[config.mk]
export PLATFORM = sky130hd
export DESIGN_NAME = block_average_rank_filter_core
export DESIGN_NICKNAME = d
export VERILOG_FILES = /design/src/sv/barf_pkg.sv /design/src/sv/barf_front.sv /design/src/sv/barf_fifo.sv /design/src/sv/barf_back.sv /design/src/sv/block_average_rank_filter_core.sv
export SDC_FILE = /design/constraint.sdc
export NUM_CORES = 1
export LEC_CHECK = 0
export BUFFER_PORTS_ARGS = -buffer_cell sky130_fd_sc_hd__buf_2
export CAP_MARGIN = 20
export CORE_MARGIN = 5
export CORE_UTILIZATION = 49
export DETAILED_ROUTE_END_ITERATION = 10
export PLACE_DENSITY = 0.72
export RECOVER_POWER = 25
export SYNTH_ARGS = -nofsm -noshare
export SYNTH_HDL_FRONTEND = slang
export SYNTH_HIERARCHICAL = 1
export SYNTH_SLANG_ARGS = --single-unit
export TNS_END_PERCENT = 30
[constraint.sdc]
create_clock -name clk -period 15.8 [get_ports clk]
set_input_delay 1.58 -clock clk [delete_from_list [all_inputs] [get_ports clk]]
set_output_delay 1.58 -clock clk [all_outputs]
set_load 0.005 [all_outputs]
[src/sv/barf_pkg.sv]
`default_nettype none

package barf_pkg;

  localparam int LEVEL_BITS  = 16;
  localparam int WIN_BITS    = 4;
  localparam int SPA_BITS    = 8;
  localparam int SHIFT_BITS  = 3;
  localparam int CFG_BITS    = 8;
  localparam int INDEX_BITS  = 2;
  localparam int FIFO_DEPTH  = 4;
  localparam int FIFO_PTR    = 2;

  localparam logic [WIN_BITS-1:0]   WINDOW_SIZE_RESET = 4'd5;
  localparam logic [SPA_BITS-1:0]   SPA_RESET         = 8'd8;
  localparam logic [SHIFT_BITS-1:0] SHIFT_RESET       = 3'd3;

  typedef enum logic [INDEX_BITS-1:0] {
    REG_WINDOW_SIZE         = 2'd0,
    REG_SAMPLES_PER_AVERAGE = 2'd1,
    REG_AVERAGE_SHIFT       = 2'd2
  } reg_index_t;

  typedef struct packed {
    logic [WIN_BITS-1:0]   window_size;
    logic [SPA_BITS-1:0]   samples_per_average;
    logic [SHIFT_BITS-1:0] average_shift;
  } cfg_t;

  // one block average handed from the accumulator to the queue
  typedef struct packed {
    logic                  valid;
    logic [LEVEL_BITS-1:0] avg;
  } avg_xfer_t;

endpackage

`default_nettype wire

[src/sv/barf_front.sv]
`default_nettype none

module barf_front
  import barf_pkg::*;
#(
  parameter int SAMPLE_BITS = 10
) (
  input  wire logic                   clk,
  input  wire logic                   rst,
  input  wire cfg_t                   cfg,
  input  wire logic                   accept,
  input  wire logic [SAMPLE_BITS-1:0] sample,
  output avg_xfer_t                   push
);

  localparam int SUM_BITS = SAMPLE_BITS + SPA_BITS;

  logic [SUM_BITS-1:0] block_sum;
  logic [SPA_BITS-1:0] samples_in_block;
  logic [SUM_BITS-1:0] block_sum_next;
  logic [SPA_BITS-1:0] samples_in_block_next;
  logic [SPA_BITS-1:0] spa;
  logic [SUM_BITS-1:0] shifted;
  logic                closing;

  always_comb begin
    spa = (cfg.samples_per_average == '0) ? SPA_BITS'(1) : cfg.samples_per_average;
    block_sum_next = block_sum + SUM_BITS'(sample);
    samples_in_block_next = samples_in_block + SPA_BITS'(1);
    closing = (samples_in_block_next >= spa);
    shifted = block_sum_next >> cfg.average_shift;
    push.valid = accept && closing;
    // saturate the block average at full scale
    if (shifted > SUM_BITS'(65535)) begin
      push.avg = '1;
    end else begin
      push.avg = shifted[LEVEL_BITS-1:0];
    end
  end

  always_ff @(posedge clk) begin
    if (rst) begin
      block_sum        <= '0;
      samples_in_block <= '0;
    end else if (accept) begin
      if (closing) begin
        block_sum        <= '0;
        samples_in_block <= '0;
      end else begin
        block_sum        <= block_sum_next;
        samples_in_block <= samples_in_block_next;
      end
    end
  end

endmodule

`default_nettype wire

[src/sv/barf_fifo.sv]
`default_nettype none

module barf_fifo
  import barf_pkg::*;
(
  input  wire logic                  clk,
  input  wire logic                  rst,
  input  wire avg_xfer_t             push,
  output logic                       full,
  input  wire logic                  pop,
  output avg_xfer_t                  head
);

  logic [LEVEL_BITS-1:0] mem [FIFO_DEPTH];
  logic [FIFO_PTR-1:0]   wr_ptr;
  logic [FIFO_PTR-1:0]   rd_ptr;
  logic [FIFO_PTR:0]     fill;
  logic                  do_pop;

  always_comb begin
    full       = (fill == (FIFO_PTR + 1)'(FIFO_DEPTH));
    head.valid = (fill != '0);
    head.avg   = mem[rd_ptr];
    do_pop     = pop && head.valid;
  end

  always_ff @(posedge clk) begin
    if (push.valid && !full) begin
      mem[wr_ptr] <= push.avg;
    end
  end

  always_ff @(posedge clk) begin
    if (rst) begin
      wr_ptr <= '0;
      rd_ptr <= '0;
      fill   <= '0;
    end else begin
      if (push.valid && !full) begin
        wr_ptr <= wr_ptr + FIFO_PTR'(1);
      end
      if (do_pop) begin
        rd_ptr <= rd_ptr + FIFO_PTR'(1);
      end
      case ({push.valid && !full, do_pop})
        2'b10:   fill <= fill + (FIFO_PTR + 1)'(1);
        2'b01:   fill <= fill - (FIFO_PTR + 1)'(1);
        default: fill <= fill;
      endcase
    end
  end

endmodule

`default_nettype wire

[src/sv/barf_back.sv]
`default_nettype none

module barf_back
  import barf_pkg::*;
#(
  parameter int MAX_WINDOW = 9
) (
  input  wire logic                  clk,
  input  wire logic                  rst,
  input  wire cfg_t                  cfg,
  input  wire avg_xfer_t             head,
  output logic                       pop,
  output logic                       out_valid,
  output logic [LEVEL_BITS-1:0]      out_level,
  input  wire logic                  out_ready
);

  localparam int CW = $clog2(MAX_WINDOW + 1);
  localparam int IW = $clog2(MAX_WINDOW);

  logic [LEVEL_BITS-1:0] win      [MAX_WINDOW];
  logic [LEVEL_BITS-1:0] win_next [MAX_WINDOW];
  logic [MAX_WINDOW-1:0] gt;
  logic [CW-1:0]         count;
  logic [CW-1:0]         count_next;
  logic [CW-1:0]         n;
  logic [CW-1:0]         rank_raw;
  logic [CW-1:0]         rank;
  logic                  emit;
  logic [LEVEL_BITS-1:0] picked;

  always_comb begin
    // clamp the configured window into 2..MAX_WINDOW
    if (cfg.window_size < WIN_BITS'(2)) begin
      n = CW'(2);
    end else if ({1'b0, cfg.window_size} > 5'(MAX_WINDOW)) begin
      n = CW'(MAX_WINDOW);
    end else begin
      n = CW'(cfg.window_size);
    end

    for (int i = 0; i < MAX_WINDOW; i++) begin
      gt[i] = (CW'(i) < count) && (win[i] > head.avg);
    end

    // equal values stay in arrival order: the new one goes after them
    win_next[0] = ((count != '0) && !gt[0]) ? win[0] : head.avg;
    for (int i = 1; i < MAX_WINDOW; i++) begin
      if ((CW'(i) < count) && !gt[i]) begin
        win_next[i] = win[i];
      end else if (gt[i-1]) begin
        win_next[i] = win[i-1];
      end else begin
        win_next[i] = head.avg;
      end
    end

    count_next = count + CW'(1);
    emit       = (count_next >= n);
    rank_raw   = (n >> 2) + CW'(1);
    rank       = (rank_raw >= count_next) ? count_next - CW'(1) : rank_raw;
    picked     = win_next[IW'(rank)];

    // hold the queue only when a result is due and the output slot is stuck
    pop = head.valid && !(emit && out_valid && !out_ready);
  end

  always_ff @(posedge clk) begin
    if (pop) begin
      for (int i = 0; i < MAX_WINDOW; i++) begin
        win[i] <= win_next[i];
      end
    end
  end

  always_ff @(posedge clk) begin
    if (pop && emit) begin
      out_level <= picked;
    end
  end

  always_ff @(posedge clk) begin
    if (rst) begin
      count     <= '0;
      out_valid <= 1'b0;
    end else begin
      if (pop) begin
        count <= emit ? '0 : count_next;
      end
      if (pop && emit) begin
        out_valid <= 1'b1;
      end else if (out_ready) begin
        out_valid <= 1'b0;
      end
    end
  end

endmodule

`default_nettype wire

[src/sv/block_average_rank_filter_core.sv]
// Block-average rank filter.
// Slave stream s_*: one converter sample per transfer in s_tdata. The samples
// are summed in blocks of samples_per_average (0 counts as 1), each sum is
// shifted right by average_shift and saturated to 16 bits, and the block
// averages are kept in an ascending sorted window. After window_size averages
// (clamped to 2..MAX_WINDOW) the entry at rank (window_size >> 2) + 1 leaves
// on the master stream m_* and a new window starts. Registers are written
// through cfg_we / cfg_index / cfg_data, only while the block is idle; the
// user is bound to this, the block does not enforce it. Throughput: one
// sample per cycle while s_tready is high. The accumulator feeds a four-entry
// queue of averages and the window takes one average per cycle from it. The
// closing average is written into the queue, popped into the window, and the
// picked entry is registered into m_tdata and m_tvalid; averages queued ahead
// of it can delay it. When m_tready is low the result is held in the output
// register; further averages still enter the window until one would produce a
// result, then the queue fills and s_tready drops. Reset (rst, synchronous)
// empties the sums, the queue and the window and restores window_size 5,
// samples_per_average 8, average_shift 3.
`default_nettype none

module block_average_rank_filter_core
  import barf_pkg::*;
#(
  parameter int MAX_WINDOW  = 9,
  parameter int SAMPLE_BITS = 10
) (
  input  wire logic                                 clk,
  input  wire logic                                 rst,
  input  wire logic                                 s_tvalid,
  output logic                                      s_tready,
  input  wire logic [((SAMPLE_BITS + 7) / 8)*8-1:0] s_tdata,   // sample
  output logic                                      m_tvalid,
  input  wire logic                                 m_tready,
  output logic [LEVEL_BITS-1:0]                     m_tdata,   // level
  input  wire logic                                 cfg_we,
  input  wire logic [INDEX_BITS-1:0]                cfg_index,
  input  wire logic [CFG_BITS-1:0]                  cfg_data
);

  cfg_t      cfg;
  avg_xfer_t push;
  avg_xfer_t head;
  logic      full;
  logic      pop;
  logic      accept;

  always_ff @(posedge clk) begin
    if (rst) begin
      cfg.window_size         <= WINDOW_SIZE_RESET;
      cfg.samples_per_average <= SPA_RESET;
      cfg.average_shift       <= SHIFT_RESET;
    end else if (cfg_we) begin
      case (cfg_index)
        REG_WINDOW_SIZE:         cfg.window_size         <= cfg_data[WIN_BITS-1:0];
        REG_SAMPLES_PER_AVERAGE: cfg.samples_per_average <= cfg_data[SPA_BITS-1:0];
        REG_AVERAGE_SHIFT:       cfg.average_shift       <= cfg_data[SHIFT_BITS-1:0];
        default:                 cfg                     <= cfg;
      endcase
    end
  end

  assign s_tready = !full;
  assign accept   = s_tvalid && s_tready;

  barf_front #(
    .SAMPLE_BITS (SAMPLE_BITS)
  ) u_front (
    .clk    (clk),
    .rst    (rst),
    .cfg    (cfg),
    .accept (accept),
    .sample (s_tdata[SAMPLE_BITS-1:0]),
    .push   (push)
  );

  barf_fifo u_fifo (
    .clk  (clk),
    .rst  (rst),
    .push (push),
    .full (full),
    .pop  (pop),
    .head (head)
  );

  barf_back #(
    .MAX_WINDOW (MAX_WINDOW)
  ) u_back (
    .clk       (clk),
    .rst       (rst),
    .cfg       (cfg),
    .head      (head),
    .pop       (pop),
    .out_valid (m_tvalid),
    .out_level (m_tdata),
    .out_ready (m_tready)
  );

endmodule

`default_nettype wire

==> metrics.cfg <==
[clocking]
clock_sinks=263
clk_latency_ps=580
post_cts_resized=0
cts_made_buffers=31
cts_setup_buffers=0
h-tree-depth=1
hold_buffers=0
clk_pin_slew_ps=60
cts_tree=built
cts_root_buffer=clkbuf_16
cts_buffer_depth=3

[detailed_routing]
detail_route.first_pass.iterations=6
first_iter_violations=1405
vias_per_cell=6.36
drc_errors=0
vias=16100
final_antenna_net_count=0
avgRoutedWirePerCell_microns=20.5
drt_wl_total_microns=52000

[timing]
slew_headroom=-1.01
setup_viol=0
fin_crit_ps=6160
fmax_mhz=162
grt_setup_unrepaired=false
fin_skew_ps=19.0
timing.setup.tns_ps=0
hold_viol_final=0
period_share=0.390
worstMarginPinSlew_ps=3000
final_max_slew_viol_count=124

[power]
p_comb_frac=0.115
switching_power_mw=0.430
p_seq_frac=0.469
power_density_nw_per_um2=81.1
power_frac_clock=0.416
p_sw_frac=0.257
intPower_mw=1.24
p_leak_nw=7.30
vdd_ir_drop_max_uv=86.3

[min_path]
min_from=u_front/block_sum[4]
hold_path.class=reg -> reg

[layout]
fin_util=0.535
final_cell_mix=nor2_1 (230), edfxtp_1 (208), a21oi_1 (193)
final_common_cell=nor2_1
drive_above_1_share=0.103
diodes=0
fill_cells=3471
areaGrowthSynthToFinish_pct=8.25
final_net_count=2186

[logic_synthesis]
async_flop_share=0
synth_nets=2186
postSynthCellCount=1992
synth_seq_area_share=0.385
yosys_warnings=6
synth-seq-cells=263
ys.flop_type=edfxtp_1
synth_area_sq_um=19100
syn_avg_cell_area_sq_um=9.57
synth-edff-count=208
ys_types=104

[global_routing]
grt_remaining_overflow=0
grt_pass1_wl_microns=82500
antenna_found_initial=0
grt_pass1_vias=15400
grt_max_degree=70
grt_usage=0.230

[placement]
routabilityCongestion=0.903
hpwlAfterDp_microns=38200
io_buffers=42

[worst_setup_path]
crit_path_start=u_back/count[0]
endpoint_kind=flop
worstSetupPathType=reg -> reg
required_ps=16270
worstPathArrival_ps=6640
cp_max_fo=64
critPathLaunchType=flop
r2r_start=u_back/count[0]

[floorplanning]
top_level_ports=49
rows=72
die_w_microns=207
start_util=0.494
die_area_sq_um=42900
die_h_microns=207
core_area_sq_um=38600

[outcome]
outcome=complete, but fails checks
violations=max-capacitance violations, max-slew violations

[job]
cap_violations=2

==> path summary, 6_finish.rpt <==
check	end	slack [ps]	cells after the start
max	u_fifo/fill[2]	9640	14
min	u_front/block_sum[4]	470	2
max reg2reg	u_fifo/fill[2]	9640	14
min reg2reg	u_front/block_sum[4]	470	2
==> flip-flops by register name (all words and copies together) (netlist names), named ones only <==
name,cells
cfg,15
u_back/count,4
u_back/out_level,16
u_back/out_valid,1
u_back/win,128
u_fifo/fill,3
u_fifo/mem,64
u_fifo/rd_ptr,2
u_fifo/wr_ptr,2
u_front/block_sum,18
u_front/samples_in_block,8
==> stage by stage <==
step,hold slack (ps),total power [mW],setup slack (ps),std cells,area [sq um]
after floorplan,445,0.935,9390,1992,19100
after CTS,478,1.68,9610,2527,20600
after global placement,458,0.980,9750,2468,19600
final,473,1.67,9640,2534,20600
after detailed placement,468,0.988,9680,2470,19600
after global routing,494,1.74,9240,2534,20600
==> cells by family (layout without fill, tap and decap cells) <==
family,Yosys count,count (layout),synth area share
fa+ha+maj,163,163,0.108
other cells,1,1,0.000197
compound gates,562,562,0.195
flops,263,263,0.385
buf+inv,170,194,0.0388
xor+xnor,27,27,0.0136
simple gates,706,706,0.189
mux,100,100,0.0702
==> critical path, cell delays in order, from the launching register on <==
cell and delay, ps:
dfxtp_1 520, inv_1 190, ha_1 550, ha_1 300, a21o_1 160, a21o_1 190, a211o_1 350, nand2_1 2140
o31a_1 440, ha_1 210, inv_1 60, fa_1 380, xor2_1 160, or3_1 300, a21oi_1 140
==> power groups by stage <==
stage               Clock, mW  Combinational [mW]  Sequential, mW
global route            0.736               0.213           0.787
floorplan                   0               0.140           0.795
finish                  0.695               0.193           0.785
detailed placement          0               0.189           0.799
CTS                     0.707               0.190           0.784
global placement            0               0.182           0.798
==> per-layer routing <==
metal,share of wire,global-route usage
met2,0.48,0.401
met3,0.073,0.0255
met4,0.034,0.0736
met5,0,0
met1,0.41,0.302
==> final cells by class <==
cell class                      count  area [sq um]  area share
Clock buffer                       37           818      0.0397
Timing Repair Buffer               70           425      0.0206
Clock inverter                     20           164     0.00794
Multi-Input combinational cell   1559         11000       0.532
Tap cell                          518           648      0.0314
Sequential cell                   263          7350       0.356
Inverter                           67           251      0.0122
==> synth_stat cells (9+ instances only) <==
library cell  instances  area (sq um)
nor2_1              230           863
edfxtp_1            208          6250
a21oi_1             194           971
ha_1                161          2010
nand3_1             130           651
o21ai_0             100           500
nand2_1              95           357
a31oi_1              65           407
inv_1                62           233
mux2i_1              58           581
clkbuf_1             57           214
dfxtp_1              55          1100
nand2b_1             52           325
nand4_1              40           250
nand3b_1             36           270
buf_2                31           155
o2111ai_1            31           272
a211oi_1             28           210
o21ai_1              20           100
mux2_2               19           214
and2_1               17           106
mux4_2               15           338
nor3_1               15          75.1
nor4b_1              15           131
xor2_1               14           123
nor2b_1              12          75.1
a21o_1               10          75.1
o21a_1               10          75.1
or3b_2               10          87.6
xnor2_1              10          87.6
a211oi_2              9           113
a22oi_1               9          67.6
(Power assumes the default switching activity.)
